`config.mk`:
```
export PLATFORM = sky130hd
export DESIGN_NAME = pwsa_map
export DESIGN_NICKNAME = d
export VERILOG_FILES = /design/src/rtl/pwsa_pkg.sv /design/src/rtl/pwsa_map.sv
export SDC_FILE = /design/constraint.sdc
export NUM_CORES = 2
export LEC_CHECK = 0
export BUFFER_PORTS_ARGS = -buffer_cell sky130_fd_sc_hd__buf_2
export CORE_ASPECT_RATIO = 1.5
export CORE_MARGIN = 3
export CORE_UTILIZATION = 60
export CTS_BUF_LIST = sky130_fd_sc_hd__clkbuf_4 sky130_fd_sc_hd__clkbuf_8 sky130_fd_sc_hd__clkbuf_16
export CTS_CLUSTER_DIAMETER = 40
export CTS_CLUSTER_SIZE = 28
export DETAILED_ROUTE_END_ITERATION = 6
export GPL_TIMING_DRIVEN = 0
export PLACE_DENSITY_LB_ADDON = 0.2
export REMOVE_ABC_BUFFERS = 1
export SYNTH_ARGS = -nofsm -noshare
export SYNTH_HDL_FRONTEND = slang
export SYNTH_SLANG_ARGS = --single-unit
```
`constraint.sdc`:
```
create_clock -name clk -period 4.5 [get_ports clk]
set_input_delay 0.225 -clock clk [delete_from_list [all_inputs] [get_ports clk]]
set_output_delay 0.225 -clock clk [all_outputs]
set_load 0.01 [all_outputs]
```
`src/rtl/pwsa_pkg.sv`:
```
package pwsa_pkg;

    // Coefficient and register layout
    localparam int COEFF_W         = 21;
    localparam int CFG_DATA_W      = 63;
    localparam int CFG_ADDR_W      = 3;
    localparam int DIM_REG_W       = 12;
    localparam int FRAC_SHIFT      = 8;    // Q12.9 over Q4.17 -> scale numerator by 2^8
    localparam int MAX_DIM_DEFAULT = 2048;

    localparam logic [CFG_DATA_W-1:0] ROW0_RESET = 63'd512;
    localparam logic [CFG_DATA_W-1:0] ROW1_RESET = 63'd1073741824;
    localparam logic [CFG_DATA_W-1:0] ROW2_RESET = 63'd576460752303423488;
    localparam logic [DIM_REG_W-1:0]  DIM_RESET  = 12'd2048;

    // Configuration register indexes
    typedef enum logic [CFG_ADDR_W-1:0] {
        REG_ROW0   = 3'd0,
        REG_ROW1   = 3'd1,
        REG_ROW2   = 3'd2,
        REG_WIDTH  = 3'd3,
        REG_HEIGHT = 3'd4
    } cfg_reg_t;

    // Signed coefficient in slot k of a packed row register
    function automatic logic signed [COEFF_W-1:0] coeff_at(
        input logic [CFG_DATA_W-1:0] row,
        input int                    k
    );
        coeff_at = signed'(row[k*COEFF_W +: COEFF_W]);
    endfunction

endpackage

```
`src/rtl/pwsa_map.sv`:
```
module pwsa_map
    import pwsa_pkg::*;
#(
    parameter int MAX_DIM = MAX_DIM_DEFAULT
)
(
    input  logic                                   clk,
    input  logic                                   rst_n,
    input  logic                                   en,
    input  logic                                   in_valid,
    input  logic [$clog2(MAX_DIM)-1:0]             dest_x,
    input  logic [$clog2(MAX_DIM)-1:0]             dest_y,
    input  logic [CFG_DATA_W-1:0]                  row0,
    input  logic [CFG_DATA_W-1:0]                  row1,
    input  logic [CFG_DATA_W-1:0]                  row2,
    output logic                                   out_valid,
    output logic [COEFF_W+$clog2(MAX_DIM)+9:0]     num_u,
    output logic [COEFF_W+$clog2(MAX_DIM)+9:0]     num_v,
    output logic [COEFF_W+$clog2(MAX_DIM)+2:0]     den,
    output logic                                   bad
);

    localparam int OW   = $clog2(MAX_DIM);
    localparam int PW   = COEFF_W + OW + 1;
    localparam int WS   = PW + 2;
    localparam int NUMW = WS + FRAC_SHIFT - 1;
    localparam int DENW = WS - 1;

    logic [CFG_DATA_W-1:0]   rows [0:2];
    logic signed [OW:0]      xs;
    logic signed [OW:0]      ys;

    logic signed [PW-1:0]    prod_reg [0:2][0:1];
    logic signed [WS-1:0]    sum_reg  [0:2];
    logic [NUMW-1:0]         num_u_reg;
    logic [NUMW-1:0]         num_v_reg;
    logic [DENW-1:0]         den_reg;
    logic                    bad_reg;
    logic [2:0]              vld_reg;

    logic                    neg;
    logic signed [WS-1:0]    su;
    logic signed [WS-1:0]    sv;
    logic signed [WS-1:0]    sw;

    assign rows[0] = row0;
    assign rows[1] = row1;
    assign rows[2] = row2;
    assign xs      = signed'({1'b0, dest_x});
    assign ys      = signed'({1'b0, dest_y});

    // Valid bits
    always_ff @(posedge clk or negedge rst_n)
    begin
        if (!rst_n)
        begin
            vld_reg <= '0;
        end
        else if (en)
        begin
            vld_reg <= {vld_reg[1:0], in_valid};
        end
    end

    // Stage 1: coefficient products
    always_ff @(posedge clk)
    begin
        if (en)
        begin
            for (int r = 0; r < 3; r++)
            begin
                prod_reg[r][0] <= coeff_at(rows[r], 0) * xs;
                prod_reg[r][1] <= coeff_at(rows[r], 1) * ys;
            end
        end
    end

    // Stage 2: row sums u, v, w
    always_ff @(posedge clk)
    begin
        if (en)
        begin
            for (int r = 0; r < 3; r++)
            begin
                sum_reg[r] <= WS'(prod_reg[r][0]) + WS'(prod_reg[r][1])
                              + WS'(coeff_at(rows[r], 2));
            end
        end
    end

    // Stage 3: make the denominator positive
    always_comb
    begin
        neg = sum_reg[2][WS-1];
        su  = neg ? -sum_reg[0] : sum_reg[0];
        sv  = neg ? -sum_reg[1] : sum_reg[1];
        sw  = neg ? -sum_reg[2] : sum_reg[2];
    end

    always_ff @(posedge clk)
    begin
        if (en)
        begin
            num_u_reg <= {su[WS-2:0], {FRAC_SHIFT{1'b0}}};
            num_v_reg <= {sv[WS-2:0], {FRAC_SHIFT{1'b0}}};
            den_reg   <= sw[WS-2:0];
            bad_reg   <= (sum_reg[2] == '0) || su[WS-1] || sv[WS-1];
        end
    end

    assign out_valid = vld_reg[2];
    assign num_u     = num_u_reg;
    assign num_v     = num_v_reg;
    assign den       = den_reg;
    assign bad       = bad_reg;

endmodule

```
Word-level counts from Yosys, hierarchy flattened --
Memory sizes are Yosys's and may differ from the RTL's. Index checks and enable logic that the tools add are counted.
Cells by class: $add $sub $neg 9, $mul 6, divide/modulo/power cells 0, magnitude comparators 0, equality and inequality tests 0, shifts and indexed selects 0, mux-type cells 5, bitwise logic cells 0, reductions and logical operators 3
Operator list (number):
- multiplier 21 x 12 -> 33 bit | 6
- adder 34 x 21 -> 35 bit | 3
- adder 33 x 33 -> 34 bit | 3
- 2-to-1 mux 35 bit | 2
- negator 35 bit | 2
- zero test 35 bit | 1
- 2-to-1 mux 34 bit | 1
- negator 34 bit | 1
- logical OR 1 bit | 2
- 2-to-1 mux 1 bit | 2
Word-level totals: register bits after elaboration 106, bits in latches 0, bits in writable memories 303, memory bits (read-only) 0, bits of input ports 215, output and inout bits 121, word-level logic and storage cells 30, memories kept 2
Memories:
- prod_reg | words 3, bits a word 66, rd ports 3, clocked after memory_dff 0, wr ports 3, line pwsa_map.sv:33 | logic signed [PW-1:0] prod_reg [0:2][0:1];
- sum_reg | words 3, bits a word 35, rd ports 3, clocked after memory_dff 0, wr ports 3, line pwsa_map.sv:34 | logic signed [WS-1:0] sum_reg [0:2];

Logic depth before layout (Yosys ltp) --
An unclocked memory read counts as a cell.
depth after elaboration 5, depth in mapped cells 24, depth with buffers taken out 21

Least setup slack after synthesis --
No wires, ideal clock.
kind input-to-reg, from input dest_x[3], to memory prod_reg[1][62] (netlist bit), data pin, setup time 139 ps, data arrival time 5925 ps, data required time 4361 ps, slack -1564 ps, stages on the path 22, buffers on the path 3, path through clkbuf_1 -> clkbuf_1 -> nand2_1 -> fa_1 -> fa_1 -> fa_1 -> inv_1 -> fa_1 -> inv_1 -> fa_1 -> inv_1 -> ha_1 -> clkbuf_1 -> a21oi_1 -> a21o_1 -> a21oi_1 -> a2111oi_0 -> a21oi_1 -> a41o_1 -> a21o_1 -> or4b_1 -> nand4b_1
RTL lines:
- start, declared | line pwsa_map.sv:11 | input logic [$clog2(MAX_DIM)-1:0] dest_x,
- end, declared | line pwsa_map.sv:33

==> impl_metrics.yaml <==
worst_setup_path:
  path_cells: "buf_16 > nand2_4 > fa_1 > fa_2 > inv_2 > fa_1 > fa_1 > inv_2 > fa_1 > inv_2 > ha_4 > buf_4 > o21ai_0 > o21bai_2 > a311oi_4 > o31ai_4 > a2111oi_4 > a211oi_2 > a21oi_2 > o31ai_2 > xor2_1"
  critPathTopFamily: "adder cells"
  setup.worst_path.end_class: "flop"
  worst_setup_path_start_kind: "input port"
  worstPathRequired_ns: 4.88
  critical_path_class: "in2reg"
  critical_path_peak_fanout: 7
  crit_buf_inv: 5
  cpMostUsedCell: "fa_1"
  data_arrival_time_of_the_critical_path_ns: 5.29
  cpPeakStageDelay_ns: 0.56
  cpMaxStageDelayCell: "fa_1"
final_layout:
  layout.cells.most_common_list: "1,660 x inv_1, 1,292 x fa_1, 1,090 x nand2_1"
  final_layout_size_suffix_gt1_share_pct: 14.15
  syn_to_final_growth_pct: 14.71
  finalCoreUtilization_pct: 69.40
  largest_reg_flops: 198
  final_net_count: 9887
  mostFrequentLayoutCell: "inv_1"
detailed_routing:
  first_iter_violations: 3289
  dr.pass1.iters: 7
  drtAntennaViolNets: 0
  per_cell_via_count_in_the_routed_design: 5.661
  route.vias.total: 53370
  drt_drc_violations_left: 1
  post_drt_wl_per_cell_um: 20.66
  wirelength_mm: 194.8
sta:
  slew_headroom_pct: 34.24
  finalSetupViolations: 80
  final.setup.worst_slack_ns: -0.4087
  period_share_pct: 109.1
  period_needed_ns: 4.909
  fmax_mhz: 203.7
  rsz0062_at_grt: "yes"
  finalHoldViolCount: 0
  tightestPinTransition_ns: 0.9865
  number_of_pins_exceeding_their_max_slew_limit_in_the_final_report: 0
  finClkSkew_ns: 0.02222
logic_synthesis:
  synth_edf_count: 406
  synth-async-reset-ratio_pct: 0.7335
  yosys_warnings: 0
  synth-seq-cells: 409
  mappedNetlistArea_mm2: 0.07111
  synth.area.top_cells: "fa_1 38%, edfxtp_1 17%, ha_1 9.4%, inv_1 9.0%, nand2_1 6.0%"
  synthCells: 7488
  synthFlopType: "edfxtp_1"
  synthDominantAreaCellType: "fa_1"
  avgSynthCellArea_um2: 9.496
  seq_area_frac_synth_pct: 17.25
  synth.distinct_cells: 70
  netlist.area_leader.share_pct: 37.67
run_status:
  run_status: "finished, violations left"
  violations: "design-rule violations, negative setup slack"
die:
  die-area_mm2: 0.1228
  starting_density_of_the_core_pct: 60.50
  core.rowCount: 154
  dieHeight_um: 427.6
  floorplan.core_area_mm2: 0.1175
  top_level_i_o_count: 336
  die_w_um: 287.1
clocking:
  path_clk_slew_ns: 0.06
  cts-root-to-sink-buffers: 3
  cts-buffers-inserted: 60
  clock-root-buffer: "clkbuf_16"
  cts_max_level: 2
  insertion_delay_to_the_later_sink_of_the_worst_skew_pair_ns: 0.66
  tritoncts_clock_tree: "done"
  clkSinkCount: 409
global_route:
  grt_max_degree: 134
  number_of_global_route_vias_before_repair: 57747
  grt_first_pass_wirelength_mm: 303.8
  grt_overflow: 0
  grtUsageTotal_pct: 31.95
  antenna_violations_before_repair: 35
job:
  drv.max_cap_violation_count: 0
placed_design:
  globalplace.congestion: 0.9045
  port-buffer-count: 318
  detailed_place_hpwl_mm: 132.0
min_path:
  timing.hold.worst.class: "in2reg"
layer usage:
layer,track usage (%),wire length [µm],vias to the layer above
li1,-,-,23588
met1,35.67,66780,27189
met2,56.48,98630,1895
met3,5.875,14050,670
met4,19.73,15130,28
met5,0,194,-
kinds of logic (layout without fill, tap and decap cells):
family,after synthesis,in the layout,share of synthesized area [%]
simple gates,2043,2043,13.43
buf+inv,2034,2381,10.83
fa+ha+maj,1872,1872,47.06
compound gates,768,768,6.957
flops,409,409,17.25
xor+xnor,353,353,4.348
mux,8,8,0.1179
other cells,1,33,0.005274
worst paths after layout:
check / to / start / slack (ns) / cells after the start
max in group asynchronous: vld_reg[2]$_DFFE_PN0P_ / rst_n / 3.90 / 3
max reg2reg: bad$_DFFE_PP_ / sum_reg[0][3]$_DFFE_PP_ / 0.25 / 9
max: prod_reg[0][31]$_DFFE_PP_ / dest_y[3] / -0.41 / 21
min in group asynchronous: vld_reg[0]$_DFFE_PN0P_ / rst_n / 0.45 / 3
min: prod_reg[1][0]$_DFFE_PP_ / row1[21] / 0.04 / 2
min reg2reg: den_reg[0]$_DFFE_PP_ / sum_reg[0][70]$_DFFE_PP_ / 0.48 / 0
Yosys cell counts (7+ instances only):
cell type and count:
nor2b_1 26, and3_1 25, a31oi_1 22, and2_1 423, nand3b_1 7, nor4_1 13, nor3_1 56, fa_1 1338
nand2b_1 39, or2_2 17, nor2_1 154, o211ai_1 21, ha_1 534, edfxtp_1 406, a2111oi_0 10, o2111ai_1 8
a21boi_0 21, xnor2_1 295, clkbuf_1 303, o21bai_1 27, or4_1 21, xor2_1 58, nor3b_1 8, o21ai_0 146
or3_1 16, nand3_1 61, nand4_1 20, o21a_1 38, nand2_1 1133, a21oi_1 221, o31ai_1 49, a21o_1 98
o41ai_1 19, inv_1 1714, a211oi_1 25, buf_4 17
stage by stage:
stage / instances / worst slack (ns) / hold WS (ns) / instance area (µm²) / setup TNS [ns]
2_1_floorplan: 7184 / -0.9922 / -0.07059 / 69900 / -39.44
3_3_place_gp: 9062 / -3.174 / 0.01907 / 73450 / -1421.49
3_5_place_dp: 9069 / -2.902 / 0.02380 / 73670 / -242.12
4_1_cts: 9360 / -0.3295 / 0.01539 / 80300 / -8.720
5_1_grt: 9414 / -0.5451 / 0.03405 / 81540 / -27.64
6_report: 9427 / -0.4087 / 0.04363 / 81570 / -16.86
final cells by class:
class / instances / area, µm²
flip-flops and latches: 409 / 12270
clock inverters: 53 / 670.6
diodes: 16 / 40.04
clock buffers: 60 / 1501
repair buffers: 554 / 5130
multi-input cells: 5061 / 53570
fillers: 8751 / 35970
well taps: 1560 / 1952
inverters: 1714 / 6436
worst reg2reg max path: stages (launching register included):
cell and delay (ns):
edfxtp_1 0.43, or4_1 0.66, nor4_4 0.45, nand4_1 0.25, nor4_1 0.33, nand2_1 0.14, or4_1 0.47, o21ai_0 0.50
xor2_2 0.56, nand3_1 0.18
what timing repair did:
| action | 4_1_cts | 5_1_grt |
|---|---|---|
| cloned | 28 | 3 |
| hold buffers | 4 | 0 |
| buffers inserted | 154 | 62 |
| hold endpoints to repair | 5 | 0 |
| pin swaps | 269 | 164 |
| gates resized for setup | 595 | 212 |
| endpoints found under the setup margin | 134 | 94 |
Power is not shown: default switching activity piles up to over one toggle a cycle in this logic, so the estimate is an artifact.
