<file path="config.mk">
export PLATFORM = sky130hd
export DESIGN_NAME = pwsa_place
export DESIGN_NICKNAME = d
export VERILOG_FILES = /design/src/rtl/pwsa_pkg.sv /design/src/rtl/pwsa_place.sv
export SDC_FILE = /design/constraint.sdc
export NUM_CORES = 2
export LEC_CHECK = 0
export ABC_AREA = 0
export BUFFER_PORTS_ARGS = -buffer_cell sky130_fd_sc_hd__buf_2
export CORE_MARGIN = 1
export CORE_UTILIZATION = 35
export DETAILED_ROUTE_END_ITERATION = 6
export PLACE_DENSITY_LB_ADDON = 0.3
export SLEW_MARGIN = 20
export SYNTH_ARGS = -nofsm -noshare
export SYNTH_HDL_FRONTEND = slang
export SYNTH_SLANG_ARGS = --single-unit
</file>
<file path="constraint.sdc">
create_clock -name clk -period 4.08 [get_ports clk]
set_input_delay 0.612 -clock clk [delete_from_list [all_inputs] [get_ports clk]]
set_output_delay 0.612 -clock clk [all_outputs]
set_load 0.1 [all_outputs]
</file>
<file path="src/rtl/pwsa_pkg.sv">
package pwsa_pkg;

    // Coefficient and register layout
    localparam int COEFF_W         = 21;
    localparam int CFG_DATA_W      = 63;
    localparam int CFG_ADDR_W      = 3;
    localparam int DIM_REG_W       = 12;
    localparam int FRAC_SHIFT      = 8;    // Q12.9 over Q4.17 -> scale numerator by 2^8
    localparam int MAX_DIM_DEFAULT = 2048;

    localparam logic [CFG_DATA_W-1:0] ROW0_RESET = 63'd512;
    localparam logic [CFG_DATA_W-1:0] ROW1_RESET = 63'd1073741824;
    localparam logic [CFG_DATA_W-1:0] ROW2_RESET = 63'd576460752303423488;
    localparam logic [DIM_REG_W-1:0]  DIM_RESET  = 12'd2048;

    // Configuration register indexes
    typedef enum logic [CFG_ADDR_W-1:0] {
        REG_ROW0   = 3'd0,
        REG_ROW1   = 3'd1,
        REG_ROW2   = 3'd2,
        REG_WIDTH  = 3'd3,
        REG_HEIGHT = 3'd4
    } cfg_reg_t;

    // Signed coefficient in slot k of a packed row register
    function automatic logic signed [COEFF_W-1:0] coeff_at(
        input logic [CFG_DATA_W-1:0] row,
        input int                    k
    );
        coeff_at = signed'(row[k*COEFF_W +: COEFF_W]);
    endfunction

endpackage

</file>
<file path="src/rtl/pwsa_place.sv">
module pwsa_place
    import pwsa_pkg::*;
#(
    parameter int MAX_DIM = MAX_DIM_DEFAULT,
    parameter int NUMW    = 42,
    parameter int DENW    = 34
)
(
    input  logic                        clk,
    input  logic                        en,
    input  logic [NUMW-1:0]             num,
    input  logic [DENW-1:0]             den,
    input  logic                        bad,
    input  logic [$clog2(MAX_DIM):0]    dim,
    output logic                        in_range,
    output logic [$clog2(MAX_DIM)-1:0]  coord
);

    localparam int OW = $clog2(MAX_DIM);
    localparam int QB = OW + 1;
    localparam int CW = NUMW + QB + 1;

    logic [CW-1:0]   rem_reg [0:QB];
    logic [QB-1:0]   q_reg   [0:QB];
    logic [DENW-1:0] den_reg [0:QB];
    logic            ok_reg  [0:QB];
    logic            in_range_reg;
    logic [OW-1:0]   coord_reg;

    // Stage 0: quotient must fit in QB bits
    always_ff @(posedge clk)
    begin
        if (en)
        begin
            rem_reg[0] <= CW'(num);
            q_reg[0]   <= '0;
            den_reg[0] <= den;
            ok_reg[0]  <= !bad && (CW'(num) < (CW'(den) << QB));
        end
    end

    // Restoring division, one quotient bit per stage
    for (genvar j = 0; j < QB; j++)
    begin : g_step
        localparam int B = QB - 1 - j;
        logic [CW-1:0] dsh;
        logic          ge;

        assign dsh = CW'(den_reg[j]) << B;
        assign ge  = rem_reg[j] >= dsh;

        always_ff @(posedge clk)
        begin
            if (en)
            begin
                rem_reg[j+1] <= ge ? rem_reg[j] - dsh : rem_reg[j];
                q_reg[j+1]   <= q_reg[j] | (QB'(ge) << B);
                den_reg[j+1] <= den_reg[j];
                ok_reg[j+1]  <= ok_reg[j];
            end
        end
    end

    // Final stage: bound test, round half up, clamp to dim - 1
    logic          half;
    logic [QB:0]   rnd;
    logic [QB:0]   clamped;
    logic          in_now;

    always_comb
    begin
        half    = {rem_reg[QB][DENW-1:0], 1'b0} >= {1'b0, den_reg[QB]};
        rnd     = {1'b0, q_reg[QB]} + (QB+1)'(half);
        clamped = (rnd >= dim) ? dim - 1'b1 : rnd;
        in_now  = ok_reg[QB] && ({1'b0, q_reg[QB]} < dim);
    end

    always_ff @(posedge clk)
    begin
        if (en)
        begin
            in_range_reg <= in_now;
            coord_reg    <= in_now ? clamped[OW-1:0] : '0;
        end
    end

    assign in_range = in_range_reg;
    assign coord    = coord_reg;

endmodule

</file>
# Word level (Yosys, flattened, before mapping)
# Memory sizes are Yosys's and may differ from the RTL's.
# Cells that the tools add are included.
# totals
register_bits,12
ram_bits,1326
inputBits,91
output_inout_bits,12
elab_cells,66
mem_count,4
# mem_list
memory,words,word_bits,read_ports,rd_clocked_by_memory_dff,write_ports,line,text
rem_reg,13,55,13,0,13,pwsa_place.sv:23,logic [CW-1:0] rem_reg [0:QB];
den_reg,13,34,13,0,13,pwsa_place.sv:25,logic [DENW-1:0] den_reg [0:QB];
q_reg,13,12,13,0,13,pwsa_place.sv:24,logic [QB-1:0] q_reg [0:QB];
ok_reg,13,1,13,0,13,pwsa_place.sv:26,logic ok_reg [0:QB];
# op_classes
addsub,14
order_cmp,16
n_mux,15
n_bitwise,12
reduce_logical,3
# ops
cell,count
$mux 55,12
$ge 55x34->1,1
$ge 55x35->1,1
$ge 55x36->1,1
$ge 55x37->1,1
$ge 55x38->1,1
$ge 55x39->1,1
$ge 55x40->1,1
$ge 55x41->1,1
$ge 55x42->1,1
$ge 55x43->1,1
$ge 55x44->1,1
$ge 55x45->1,1
$sub 55x34->55,1
$sub 55x35->55,1
$sub 55x36->55,1
$sub 55x37->55,1
$sub 55x38->55,1
$sub 55x39->55,1
$sub 55x40->55,1
$sub 55x41->55,1
$sub 55x42->55,1
$sub 55x43->55,1
$sub 55x44->55,1
other kinds (23),25

# Logic depth before layout (Yosys ltp)
# An unclocked memory read counts as a cell.
# logic_depth
ltp_word,5
ltp_mapped,24
depth_no_buf,23

# Worst setup path after synthesis
# OpenSTA, ideal clock, no wires.
# synth_timing
kind,reg2reg
startpoint,mem rem_reg[1][247] (netlist name)
endpoint,"reg coord_reg[0], in the netlist coord[0], data pin"
setup_time_ns,0.266
t_arrival_ns,4.103
required_time_ns,3.814
path_slack_ns,-0.289
stages_incl_launch_ff,23
path_buffers,1
synth_period_minus_slack_ns,4.369
path_cell_list,edfxtp_1 > ha_1 > a21o_1 > a21oi_1 > nor2b_1 > o21ai_0 > o311ai_0 > a21o_1 > a211oi_1 > o41ai_1 > ha_1 > ha_1 > and3_1 > nand3_1 > xnor2_1 > ha_1 > nor2b_1 > o21ai_0 > o21ai_0 > nor3_1 > clkbuf_1 > mux2i_1 > nor2_1
# synth_lines
element,line,text
"start, declared",pwsa_place.sv:23,
"end signal, assigned",pwsa_place.sv:83,coord_reg <= in_now ? clamped[OW-1:0] : '0;
"end, declared",pwsa_place.sv:28,logic [OW-1:0] coord_reg;

==> key figures <==
Run status
  – Result of the run: finished, violations left
  – Failing checks: setup timing

Yosys
  – Net count after synthesis: 7215
  – Synthesized instance count: 6619
  – Synth warnings: 0
  – Distinct cell type count after synthesis: ~110
  – Primary FF master, synth: edfxtp_1
  – Syn Std Cell Area: between 0.07 and 0.08 mm2
  – Largest area contributor in the synthesized netlist: edfxtp_1
  – Portion of synthesized cell area occupied by the leading cell type: about half
  – Top area cells in the synthesized netlist: edfxtp_1 52%, ha_1 8.6%, a21oi_1 4.0%, xnor2_1 3.7%, inv_1 3.1%
  – Number of enable-type register cells in the synthesized netlist: 1226
  – Number of register bits inferred by synthesis: 1226
  – Post-synthesis async set-or-reset flop share: 0%
  – Sequential share of the synthesized area: 51.59%
  – Avg Synthesized Cell Area: around 11 um2

Die
  – Height of the die: between 400 and 500 um
  – Cell row count: 165
  – Core Footprint: 0.2023 mm2
  – Initial cell density of the core: 35.27%
  – Die footprint: between 0.2 and 0.25 mm2
  – Count of pins on the block boundary: between 100 and 150
  – Die Span X: 453.5 um

Setup path
  – Type of the worst setup path: register to register
  – FF-to-FF Start: rem_reg[1][221]
  – CP Capture Type: register
  – Worst setup path end: coord[3]
  – Critical path data arrival time: approximately 5300 ps
  – Crit Path Max Fanout: 6
  – Critical path data required time: 4610 ps
  – Path depth of the worst reg2reg path: 24
  – Critical path origin: rem_reg[1][221]
  – Setup slack of the most critical reg-to-reg path: -730 ps
  – Crit start category: register
  – Endpoint of the worst register-to-register path: coord[3]

Power
  – Cell Pwr Density: about 640 mW/mm2
  – Overall power consumption: about 53 mW
  – Peak supply drop: 0.0004330 V
  – Leakage power: 32.70 nW

Finish
  – Antenna diode instance count: 0
  – Filler cells: between 15000 and 20000
  – Final Core Density: a little over 40%
  – Layout cell share with drive strength beyond 1: 11.32%
  – Flip-flop count of the largest register after layout: around 680
  – Area used by sequential logic in the layout: around 0.037 mm2
  – Net count reported at finish: around 7600
  – Multi-input logic area: between 0.03 and 0.04 mm2
  – Synthesis-to-finish area growth: 15.79%
  – Post-route insts no fill: between 9000 and 10000

CTS
  – Worst-Skew Late Latency: 770 ps
  – Root buffer cell: clkbuf_16
  – CTS buffer count: roughly 140
  – Count of clock tree sinks: 1226
  – Maximum buffer depth of the clock tree: 3
  – Clock input transition at the sequential cells of the worst setup and hold paths: 60 ps
  – H-Tree Depth: 4
  – CTS tree: built

Min path
  – HP Class: input pin to register
  – Critical hold path startpoint: den[0]

Place
  – Routability-driven placement congestion ratio: 0.9193
  – Port buffer count: around 100
  – Setup WS pre-CTS: -1326 ps
  – Post-DP HPWL: about 140000 um
  – Instance count after placement with tap cells included: 9461

Routing
  – Pre-antenna DRT Iters: 5
  – Via-per-instance ratio: slightly above 5
  – Routed wire length: approximately 180000 um
  – Violation count after the first detailed-routing iteration: 3079
  – Via count of the routed design: roughly 50000
  – WL per Instance: roughly 18 um
  – Number of remaining DRC errors: 0
  – Count of antenna-violating nets left after detailed routing: 0

STA
  – Layout Skew: 30.01 ps
  – Number of endpoints with negative hold slack in the final report: 0
  – Final period utilization: 117.9%
  – Slew at the pin closest to its max-slew limit: approximately 900 ps
  – Setup total negative slack: -7893 ps
  – Maximum clock frequency: roughly 210 MHz
  – Total setup violations reported at the end of the flow: 11
  – Worst-case headroom to the max-slew limit: 38.07%
  – Worst-case setup margin in the final layout: -731.7 ps
  – Final count of pins violating max slew: 0
  – Setup repair after global routing missed its margin: true
  – Time the final worst path needs with I/O delays and setup: ~4800 ps

GRT
  – Antenna violations before repair: 0
  – Maximum number of pins on one net before global-route repair: 122
  – Overall track demand over capacity in global routing: approximately 17%
  – Number of global-route vias before repair: roughly 52000
  – GR Overflow Total: 0
  – Global-route wire length before repair: roughly 280000 um

Job
  – Total of max-cap violations: 0
-- cells by family (layout without fill, tap and decap cells) --
logic type                 after synthesis  count (layout)  share of synthesized area [%]
buffers and inverters                  793            1310                          4.301
AOI/OAI and AO/OA                     1695            1695                          14.76
and+or+nand+nor                       1782            1782                          12.49
xor gates and xnor gates               529             529                          6.493
DFF                                   1226            1226                          51.59
muxes                                   89              89                          1.382
adders and majority gates              505             505                          8.981
-- area by class of cell --
| cell class | count | share of cell area (%) |
|---|---|---|
| repair buffers | 453 | 4.514 |
| clock inverters | 86 | 0.9737 |
| multi-input cells | 4600 | 38.55 |
| well taps | 2672 | 4.046 |
| inverters | 596 | 2.707 |
| clock buffers | 175 | 4.656 |
| flip-flops and latches | 1226 | 44.56 |
-- stage by stage --
step                      hold WS (ps)  instance area, um2
after global routing             35.71               82630
after detailed placement         404.5               76850
after CTS                        18.07               82420
after floorplan                  400.3               71370
final                            89.81               82630
after global placement           400.3               76850
-- cell usage after synthesis, drive strengths merged (13+ instances only) --
| cell type | count |
|---|---|
| nand2 | 524 |
| buf | 48 |
| a211oi | 44 |
| nand4b | 14 |
| xor2 | 224 |
| mux2i | 13 |
| nand3b | 22 |
| a21boi | 26 |
| nor2b | 62 |
| xnor2 | 305 |
| a31oi | 58 |
| nand2b | 69 |
| a21oi | 574 |
| edfxtp | 1226 |
| nor3b | 15 |
| o31ai | 31 |
| or4 | 25 |
| nand4 | 127 |
| and2 | 28 |
| inv | 596 |
| a21o | 216 |
| nor4 | 74 |
| nor3 | 111 |
| ha | 493 |
| or3 | 36 |
| or2 | 33 |
| o21ai | 421 |
| o31a | 17 |
| o21bai | 54 |
| o21a | 65 |
| nand3 | 114 |
| nor2 | 425 |
| o211ai | 43 |
| mux2 | 76 |
| and4 | 19 |
| clkbuf | 149 |
| and3 | 57 |
-- cell usage in the layout, fill, tap and decap left out, drive strengths merged, types with 58 or more instances in the layout --
cell type / count
a21o: 216
a21oi: 574
a31oi: 58
buf: 378
clkbuf: 175
clkinv: 58
dlygate4sd3: 75
edfxtp: 1226
ha: 493
inv: 601
mux2: 76
nand2: 524
nand2b: 69
nand3: 114
nand4: 127
nor2: 425
nor2b: 62
nor3: 111
nor4: 74
o21a: 65
o21ai: 421
xnor2: 305
xor2: 224
-- what timing repair did --
action / in CTS / in global routing
pin swaps: 18 / 20
gates cloned: 1 / 0
hold buffers: 75 / 0
setup endpoints to repair: 11 / 15
resized for setup: 22 / 29
buffers inserted: 5 / 5
endpoints found under the hold margin: 75 / 0
-- metal layers --
metal	wire length, um	track usage, %	vias to the layer above
met3	4944	2.300	386
met5	0	0	-
met1	70800	18.47	23490
met2	90310	31.35	933
met4	10990	10.08	0
li1	-	-	25140
-- power by group --
part           internal (mW)  switching (mW)  leakage (nW)
clock                   7.43            5.20          2.24
sequential              17.5            1.59          11.9
combinational           9.08            12.0          18.5
-- worst min-delay path by stage --
| stage | end | slack [ps] | cells past startpoint |
|---|---|---|---|
| floorplan | ok_reg[10] | 400 | 0 |
| global placement | ok_reg[12] | 400 | 0 |
| detailed placement | q_reg[11][11] | 400 | 0 |
| CTS | den_reg[0][0] | 20 | 1 |
| global route | den_reg[0][0] | 40 | 1 |
| finish | den_reg[0][0] | 90 | 1 |
-- worst max-delay path: stages, from the launching register on --
cell	delay, ps
edfxtp_1	420
ha_4	300
nand3b_1	110
a21oi_2	140
nor2_1	60
a21oi_2	180
o31ai_2	90
o211ai_1	150
a21oi_2	110
o41ai_4	650
ha_2	370
buf_6	110
and3_4	180
buf_4	110
xor2_2	150
ha_1	270
o21ai_2	80
a21oi_2	50
o211ai_1	230
a21oi_2	90
nor3_2	160
buf_4	180
buf_12	130
mux2i_1	180
nor2_1	60
No activity file was read; power rests on OpenSTA's default activity.
