File: src/rtl/pwsa_pkg.sv
package pwsa_pkg;

    // Coefficient and register layout
    localparam int COEFF_W         = 21;
    localparam int CFG_DATA_W      = 63;
    localparam int CFG_ADDR_W      = 3;
    localparam int DIM_REG_W       = 12;
    localparam int FRAC_SHIFT      = 8;    // Q12.9 over Q4.17 -> scale numerator by 2^8
    localparam int MAX_DIM_DEFAULT = 2048;

    localparam logic [CFG_DATA_W-1:0] ROW0_RESET = 63'd512;
    localparam logic [CFG_DATA_W-1:0] ROW1_RESET = 63'd1073741824;
    localparam logic [CFG_DATA_W-1:0] ROW2_RESET = 63'd576460752303423488;
    localparam logic [DIM_REG_W-1:0]  DIM_RESET  = 12'd2048;

    // Configuration register indexes
    typedef enum logic [CFG_ADDR_W-1:0] {
        REG_ROW0   = 3'd0,
        REG_ROW1   = 3'd1,
        REG_ROW2   = 3'd2,
        REG_WIDTH  = 3'd3,
        REG_HEIGHT = 3'd4
    } cfg_reg_t;

    // Signed coefficient in slot k of a packed row register
    function automatic logic signed [COEFF_W-1:0] coeff_at(
        input logic [CFG_DATA_W-1:0] row,
        input int                    k
    );
        coeff_at = signed'(row[k*COEFF_W +: COEFF_W]);
    endfunction

endpackage

File: src/rtl/pwsa_skid.sv
module pwsa_skid
    import pwsa_pkg::*;
#(
    parameter int DW = 23
)
(
    input  logic          clk,
    input  logic          rst_n,
    input  logic          in_valid,
    output logic          in_ready,
    input  logic [DW-1:0] in_data,
    output logic          out_valid,
    input  logic          out_ready,
    output logic [DW-1:0] out_data
);

    logic          out_valid_reg;
    logic          out_valid_next;
    logic          skid_valid_reg;
    logic          skid_valid_next;
    logic [DW-1:0] out_data_reg;
    logic [DW-1:0] skid_data_reg;
    logic          push;
    logic          room;

    assign in_ready = !skid_valid_reg;
    assign push     = in_valid && !skid_valid_reg;
    assign room     = !out_valid_reg || out_ready;

    // Occupancy of output and skid entries
    always_comb
    begin
        out_valid_next  = out_valid_reg && !out_ready;
        skid_valid_next = skid_valid_reg;
        if (push)
        begin
            if (room)
            begin
                out_valid_next = 1'b1;
            end
            else
            begin
                skid_valid_next = 1'b1;
            end
        end
        else if (skid_valid_reg && room)
        begin
            out_valid_next  = 1'b1;
            skid_valid_next = 1'b0;
        end
    end

    always_ff @(posedge clk or negedge rst_n)
    begin
        if (!rst_n)
        begin
            out_valid_reg  <= 1'b0;
            skid_valid_reg <= 1'b0;
        end
        else
        begin
            out_valid_reg  <= out_valid_next;
            skid_valid_reg <= skid_valid_next;
        end
    end

    always_ff @(posedge clk)
    begin
        if (push && room)
        begin
            out_data_reg <= in_data;
        end
        else if (skid_valid_reg && room)
        begin
            out_data_reg <= skid_data_reg;
        end
        if (push && !room)
        begin
            skid_data_reg <= in_data;
        end
    end

    assign out_valid = out_valid_reg;
    assign out_data  = out_data_reg;

endmodule

File: config.mk
export PLATFORM = sky130hd
export DESIGN_NAME = pwsa_skid
export DESIGN_NICKNAME = d
export VERILOG_FILES = /design/src/rtl/pwsa_pkg.sv /design/src/rtl/pwsa_skid.sv
export SDC_FILE = /design/constraint.sdc
export NUM_CORES = 1
export LEC_CHECK = 0
export ABC_AREA = 1
export ABC_CLOCK_PERIOD_IN_PS = 2400
export BUFFER_PORTS_ARGS = -buffer_cell sky130_fd_sc_hd__buf_4
export CELL_PAD_IN_SITES_DETAIL_PLACEMENT = 1
export CELL_PAD_IN_SITES_GLOBAL_PLACEMENT = 2
export CORE_MARGIN = 3
export CORE_UTILIZATION = 30
export DETAILED_ROUTE_END_ITERATION = 10
export HOLD_SLACK_MARGIN = 0.03
export MAX_ROUTING_LAYER = met4
export PLACE_DENSITY = 0.73
export REMOVE_ABC_BUFFERS = 1
export SLEW_MARGIN = 25
export SYNTH_ARGS = -nofsm -noshare
export SYNTH_HDL_FRONTEND = slang
export SYNTH_SLANG_ARGS = --single-unit
File: constraint.sdc
create_clock -name clk -period 2.4 [get_ports clk]
set_input_delay 0.72 -clock clk [delete_from_list [all_inputs] [get_ports clk]]
set_output_delay 0.72 -clock clk [all_outputs]
set_load 0.01 [all_outputs]
; ---- Yosys cells after proc, flatten, opt, wreduce, memory -nomap -nowiden
; Cells that the tools add are included.
; Widths: inputs -> output; s select.
[op_classes]
eq_ne = 1
muxes = 8
reduce_logical = 13
[ops]
columns = op, count
row1 = $mux 23, 2
row2 = $mux 1, 6
row3 = $logic_and 1x1->1, 5
row4 = $logic_not 1->1, 4
row5 = $reduce_bool 2->1, 2
row6 = $ne 2x2->1 const B, 1
row7 = $reduce_and 2->1, 1
row8 = $logic_or 1x1->1, 1
[totals]
regBits = 48
output_inout_bits = 25
elab_cells = 26

; ---- Logic depth before layout (Yosys ltp)
; Gate-level depths: netlist of the first run.
[logic_depth]
ltp_word = 5
ltp_mapped = 6
mapped_depth_nobuf = 5

; ---- Worst setup path before layout of the first run
; Ideal clock, no wire load.
[synth_timing]
path_kind = input port to flip-flop
startpoint = in out_ready
endpoint = reg skid_data_reg[0], enable pin
arrival_time_ps = 2700
required_time_ps = 1968
setup_slack_ps = -731
cell_stages = 4
path_buffers = 1
cell_sequence = inv_1 nand2_2 buf_2 nor3_1
[synth_between]
elab_chain_cells = 3
[synth_rtl]
columns = item, line
row1 = start: declaration, pwsa_skid.sv:13  ; input logic out_ready,
row2 = $logic_or 1x1->1, pwsa_skid.sv:28  ; assign room = !out_valid_reg || out_ready;
row3 = $logic_not 1->1, pwsa_skid.sv:77  ; if (push && !room)
row4 = $logic_and 1x1->1, pwsa_skid.sv:77
row5 = end signal: assignment, pwsa_skid.sv:79  ; skid_data_reg <= in_data;
row6 = end: declaration, pwsa_skid.sv:22  ; logic [DW-1:0] skid_data_reg;
; No other way between the ends.
; A chain may end at the register's enable or synchronous reset.

; ---- Final worst setup path of the first run
[layout_timing]
startpoint = reg skid_valid_reg
endpoint = out in_ready
[layout_between]
elab_chain_cells = 1
[layout_rtl]
columns = item, line
row1 = start: declaration, pwsa_skid.sv:19  ; logic skid_valid_reg;
row2 = start signal: assignment, pwsa_skid.sv:63  ; skid_valid_reg <= skid_valid_next;
row3 = $logic_not 1->1, pwsa_skid.sv:26  ; assign in_ready = !skid_valid_reg;
row4 = end: declaration, pwsa_skid.sv:10  ; output logic in_ready,
; No other way between the ends.

==> summary.md, run 1 <==
| Metric | Value |
|---|---|
| Synth Warn # | `0` |
| Pleak | `1.01 nW` |
| Via count | `1168` |
| Least-Margin Pin Slew | `0.397 ns` |
| IO Pins | `52` |
| Setup-failing EPs final | `0` |
| Clock share of power | `0.320` |
| CTS buffer count | `5` |
| Worst skew pair latency | `0.30 ns` |
| Layout area overhead | `31.4%` |
| Maximum VDD drop | `297 uV` |
| Post-Syn Area per Cell | `13.7 um2` |
| CTS root buffer | `clkbuf_8` |
| DRT iter0 DRCs | `58` |
| Crit-path max cell delay | `0.47 ns` |
| Vias per cell | `4.42` |
| WP buf/inv | `2` |
| Die area | `0.00709 mm2` |
| Status | `finished clean` |
| Crit path cell chain | `inv_1, buf_4` |
| Part of the power in registers | `0.557` |
| Layout cells sized above 1 | `0.365` |
| Critical path origin | `skid_valid_reg` |
| Relative slew slack | `0.735` |
| Final period utilization | `0.712` |
| Vias in the first global route | `1291` |
| GPL Wtd Cong | `0.732` |
| Grt ovf | `0` |
| Top delay family on crit path | `flip-flops` |
| Period minus WS final | `1.71 ns` |
| Pwr dens | `748 mW/mm2` |
| Commonest non-fill, non-tap cell in the layout | `buf_4` |
| FF-to-FF Start | `skid_valid_reg` |
| Biggest area consumer among synthesized cells | `edfxtp_1` |
| Multi-input gate area in the final layout | `347 um2` |
| Most frequent cells in the layout | `buf_4, nand2_1, edfxtp_1, nand3_1, clkbuf_8` |
| Initial antenna violation count | `0` |
| Die H | `84.2 um` |
| First-pass GRT wire length | `6710 um` |
| Sequential cell area | `0.00143 mm2` |
| Crit-path max FO | `4` |
| Hold Path Class | `primary input to asynchronous set/reset pin` |
| Netlist cell types | `15` |
| Core Footprint | `0.00571 mm2` |
| Clock Pin Slew Worst Setup and Hold Paths | `0.08 ns` |
| Crit Path Category | `flip-flop to output port` |
| Critical Path Start Type | `flip-flop` |
| Yosys reg bits | `48` |
| Switching portion of total power | `0.227` |
| Rows | `27` |
| Pre-CTS setup slack | `0.484 ns` |
| Ant diodes | `0` |
| Critical path depth | `2` |
| CTS tree | `yes` |
| Hold Vio Cnt, Final | `0` |
| Final Cell Area | `0.00241 mm2` |
| Placement Cell Area | `0.00230 mm2` |
| Post-route DRC | `0` |
| Internal power | `1.39 mW` |
| Final ANT Viol Nets | `0` |
| Skew final | `0.00548 ns` |
| Cells on worst reg2reg path | `4` |
| Buffers on Ports | `51` |
| Worst EP required | `1.68 ns` |
| Setup ws final | `0.692 ns` |
| Die Span X | `84.2 um` |
| WL/cell | `15.0 um` |
| Pin count of the biggest net entering global routing | `24` |
| Cells after Synth | `134` |
| Critical Path AT | `0.99 ns` |
| Post-Route WL | `3970 um` |
| CTS max path bufs | `2` |
| Worst setup EP type | `output port` |
| # fillers | `600` |
| Area share of the largest cell type after synthesis | `0.753` |
| Initial cell density of the core | `0.321` |
| Total GRT Usage | `0.126` |
| Synth area leaders | `edfxtp_1, nand2_1, nand3_1` |
| Nets@finish | `218` |
| HPWL after detailed placement | `2950 um` |
| Sequential area share after synthesis | `0.780` |
| Max-cap check violation count | `0` |
| Clock sinks | `48` |
| Comb power frac | `0.123` |
| Unrepaired setup endpoints after global routing | `false` |
| Switch Pwr | `410 uW` |
| Postcts setup bufs | `0` |
| Hold buffers post-CTS | `0` |
| Max-slew violation count | `0` |
| Post_cts resized | `0` |
| H-Tree Depth | `2` |
| CP max stage cell | `dfrtp_1` |
| Drt pass-1 iters | `4` |
| Fmax | `0.586 GHz` |
| Synthesized cell area | `0.00183 mm2` |
routing by layer:
layer	routed length, um	vias to the layer above	GRT usage	share of wire
li1	-	579	-	-
met5	0	-	-	0
met4	53	0	0.0395	0.013
met1	1760	548	0.153	0.44
met2	1970	36	0.209	0.50
met3	192	5	0.0275	0.048
Yosys cell counts, drive strengths merged:
| library cell | count |
|---|---|
| nor3 | 1 |
| a21oi | 1 |
| buf | 6 |
| dfrtp | 2 |
| nand3 | 23 |
| inv | 3 |
| nand2 | 49 |
| edfxtp | 46 |
| nor2 | 3 |
per-stage QoR:
stage	power (mW)	util	TNS [ns]	cells	hold slack (ns)
5_1_grt	1.89	0.422	0	264	0.170
6_report	1.80	0.422	0	264	0.186
2_1_floorplan	1.12	-	-16.84	128	0.424
3_3_place_gp	1.24	0.403	0	256	0.493
3_5_place_dp	1.25	0.403	0	256	0.500
4_1_cts	1.83	0.422	0	264	0.174
logic make-up (layout without fill, tap and decap cells):
logic type             Yosys count  in the layout  synth area share
AO/OA/AOI/OAI                    1              1           0.00273
AND/OR/NAND/NOR                 76             76             0.181
flip-flops                      48             48             0.780
buffers and inverters            9             67            0.0355
path summary, 6_finish.rpt:
path                                  end  slack (ns)
min in group clk              out_data[7]        0.52
max reg2reg                  out_data[16]        0.87
min reg2reg                   out_data[7]        0.52
max in group asynchronous  skid_valid_reg        2.13
max                              in_ready        0.69
min                             out_valid        0.19
power by group through the flow:
| stage | Clock [mW] | Sequential [mW] | Combinational [mW] |
|---|---|---|---|
| finish | 0.576 | 1.00 | 0.222 |
| global route | 0.635 | 1.01 | 0.249 |
| CTS | 0.593 | 1.01 | 0.228 |
| detailed placement | 0 | 1.02 | 0.228 |
| global placement | 0 | 1.02 | 0.221 |
| floorplan | 0 | 1.04 | 0.0743 |
cell type report:
cell class	count	share of cell area
Clock buffer	5	0.0285
Clock inverter	3	0.0176
Inverter	3	0.00467
Multi-Input combinational cell	77	0.144
Sequential cell	48	0.594
Tap cell	72	0.0374
Timing Repair Buffer	56	0.174
(Power assumes the default switching activity.)
==> run 2: changes to the inputs <==
Settings changed: ABC_CLOCK_PERIOD_IN_PS 2400 to 1700, CORE_UTILIZATION 30 to 33, PLACE_DENSITY 0.73 to 0.76.
Clock period 2.4 ns to 1.7 ns, I/O delays scaled along.
==> run 2 against run 1 <==
  * Sequential power grew 42%
  * Utilization grew 3.9 points
  * Flip-flop and latch count is the same
  * Cell area grew 0.10%
  * Largest power group unchanged
  * Routed wire length grew 1.0%
==> summary.md, run 2 (synthesis gave the netlist of run 1 again) <==
| Metric | Value |
|---|---|
| Pin count of the biggest net entering global routing | `24` |
| Crit-path max FO | `4` |
| Layout area overhead | `31.6%` |
| Commonest non-fill, non-tap cell in the layout | `buf_4` |
| Critical Path Start Type | `flip-flop` |
| Max-slew violation count | `0` |
| Ant diodes | `0` |
| Fmax | `0.688 GHz` |
| Drt pass-1 iters | `4` |
| Worst EP required | `1.19 ns` |
| Buffers on Ports | `51` |
| HPWL after detailed placement | `2970 um` |
| Clock Pin Slew Worst Setup and Hold Paths | `0.08 ns` |
| First-pass GRT wire length | `6600 um` |
| Via count | `1219` |
| Initial cell density of the core | `0.350` |
| Die Span X | `80.6 um` |
| Die area | `0.00649 mm2` |
| Initial antenna violation count | `0` |
| Final Cell Area | `0.00241 mm2` |
| Worst setup EP type | `output port` |
| Post-Route WL | `4010 um` |
| Vias in the first global route | `1330` |
| Pleak | `1.02 nW` |
| Setup-failing EPs final | `0` |
| Least-Margin Pin Slew | `0.267 ns` |
| CTS root buffer | `clkbuf_8` |
| DRT iter0 DRCs | `59` |
| Hold Path Class | `primary input to flip-flop` |
| Power Total | `2.38 mW` |
| Max-cap check violation count | `0` |
| Maximum VDD drop | `344 uV` |
| Grt ovf | `0` |
| Die H | `80.6 um` |
| Most frequent cells in the layout | `buf_4, nand2_1, edfxtp_1, nand3_1, clkbuf_8` |
| Fin Setup TNS | `0 ns` |
| IO Pins | `52` |
| GPL Wtd Cong | `0.639` |
| WL/cell | `15.1 um` |
| Layout cells sized above 1 | `0.362` |
| Critical Path AT | `0.94 ns` |
| Crit Path Category | `flip-flop to output port` |
| Final ANT Viol Nets | `0` |
| Hold Vio Cnt, Final | `0` |
| Vias per cell | `4.58` |
| Rows | `26` |
| Status | `finished clean` |
| Total GRT Usage | `0.140` |
| CTS tree | `yes` |
| CTS buffer count | `5` |
| Skew final | `0.00373 ns` |
| Core Footprint | `0.00524 mm2` |
| Period minus WS final | `1.45 ns` |
| Unrepaired setup endpoints after global routing | `false` |
| Post-route DRC | `0` |
| CTS max path bufs | `2` |
| Pwr dens | `986 mW/mm2` |
| Relative slew slack | `0.822` |
| Worst skew pair latency | `0.29 ns` |
| Final period utilization | `0.855` |
| Hold WS | `0.398 ns` |
| Clock sinks | `48` |
| H-Tree Depth | `2` |
| Placement Cell Area | `0.00233 mm2` |
| Post_cts resized | `0` |
| Nets@finish | `223` |
## run 2: changes by cell type in the layout (fill, tap and decap cells not counted)
| cell | change |
|---|---|
| dlygate4sd3_1 | +1 |
| bufinv_16 | -1 |
| buf_4 | +4 |
| clkinvlp_4 | -1 |
| clkinv_2 | -1 |
| clkbuf_1 | +2 |
## run 2: final timing paths
kind                             startpoint                to  cells after the start  slack, ns
max                          skid_valid_reg          in_ready                      2       0.25
min                              in_data[7]  skid_data_reg[7]                      1       0.40
max reg2reg                  skid_valid_reg      out_data[12]                      4       0.37
min reg2reg                skid_data_reg[0]       out_data[0]                      2       0.52
max in group asynchronous             rst_n    skid_valid_reg                      2       1.08
min in group asynchronous             rst_n         out_valid                      2       0.53
## run 2: layout make-up
type / instances / area, um2
well taps: 70 / 87.6
fillers: 579 / 2820
flip-flops and latches: 48 / 1430
clock buffers: 7 / 76.3
repair buffers: 61 / 460
multi-input cells: 77 / 347
inverters: 3 / 11.3
## run 2: layer usage
metal | vias to the layer above | routed length [um] | GRT usage | part of all wire
li1 | 589 | - | - | -
met1 | 584 | 1720 | 0.176 | 0.43
met2 | 43 | 2020 | 0.228 | 0.50
met3 | 3 | 247 | 0.0415 | 0.062
met4 | 0 | 29 | 0.0253 | 0.0072
met5 | - | 0 | - | 0
## run 2: worst max-delay path, cell delays in order, from the launching register on
cell and delay, ns:
dfrtp_1 0.45, inv_1 0.06, buf_4 0.14
## run 2: repair_timing
action                    CTS  global route
hold buffers                1             0
setup buffers               0             0
hold endpoints to repair    2             0
## run 2: metrics by stage
stage,util,setup WS [ns],instances
detailed placement,0.444,0.155,258
CTS,0.461,0.223,266
global placement,0.444,0.214,258
finish,0.461,0.246,266
floorplan,-,-1.22,128
global route,0.461,0.182,266
## run 2: power by group
part           internal [mW]  leakage [nW]  switching (mW)
Combinational          0.149         0.526           0.178
Sequential              1.39         0.458          0.0260
Clock                  0.284        0.0383           0.350
Total                   1.83          1.02           0.554
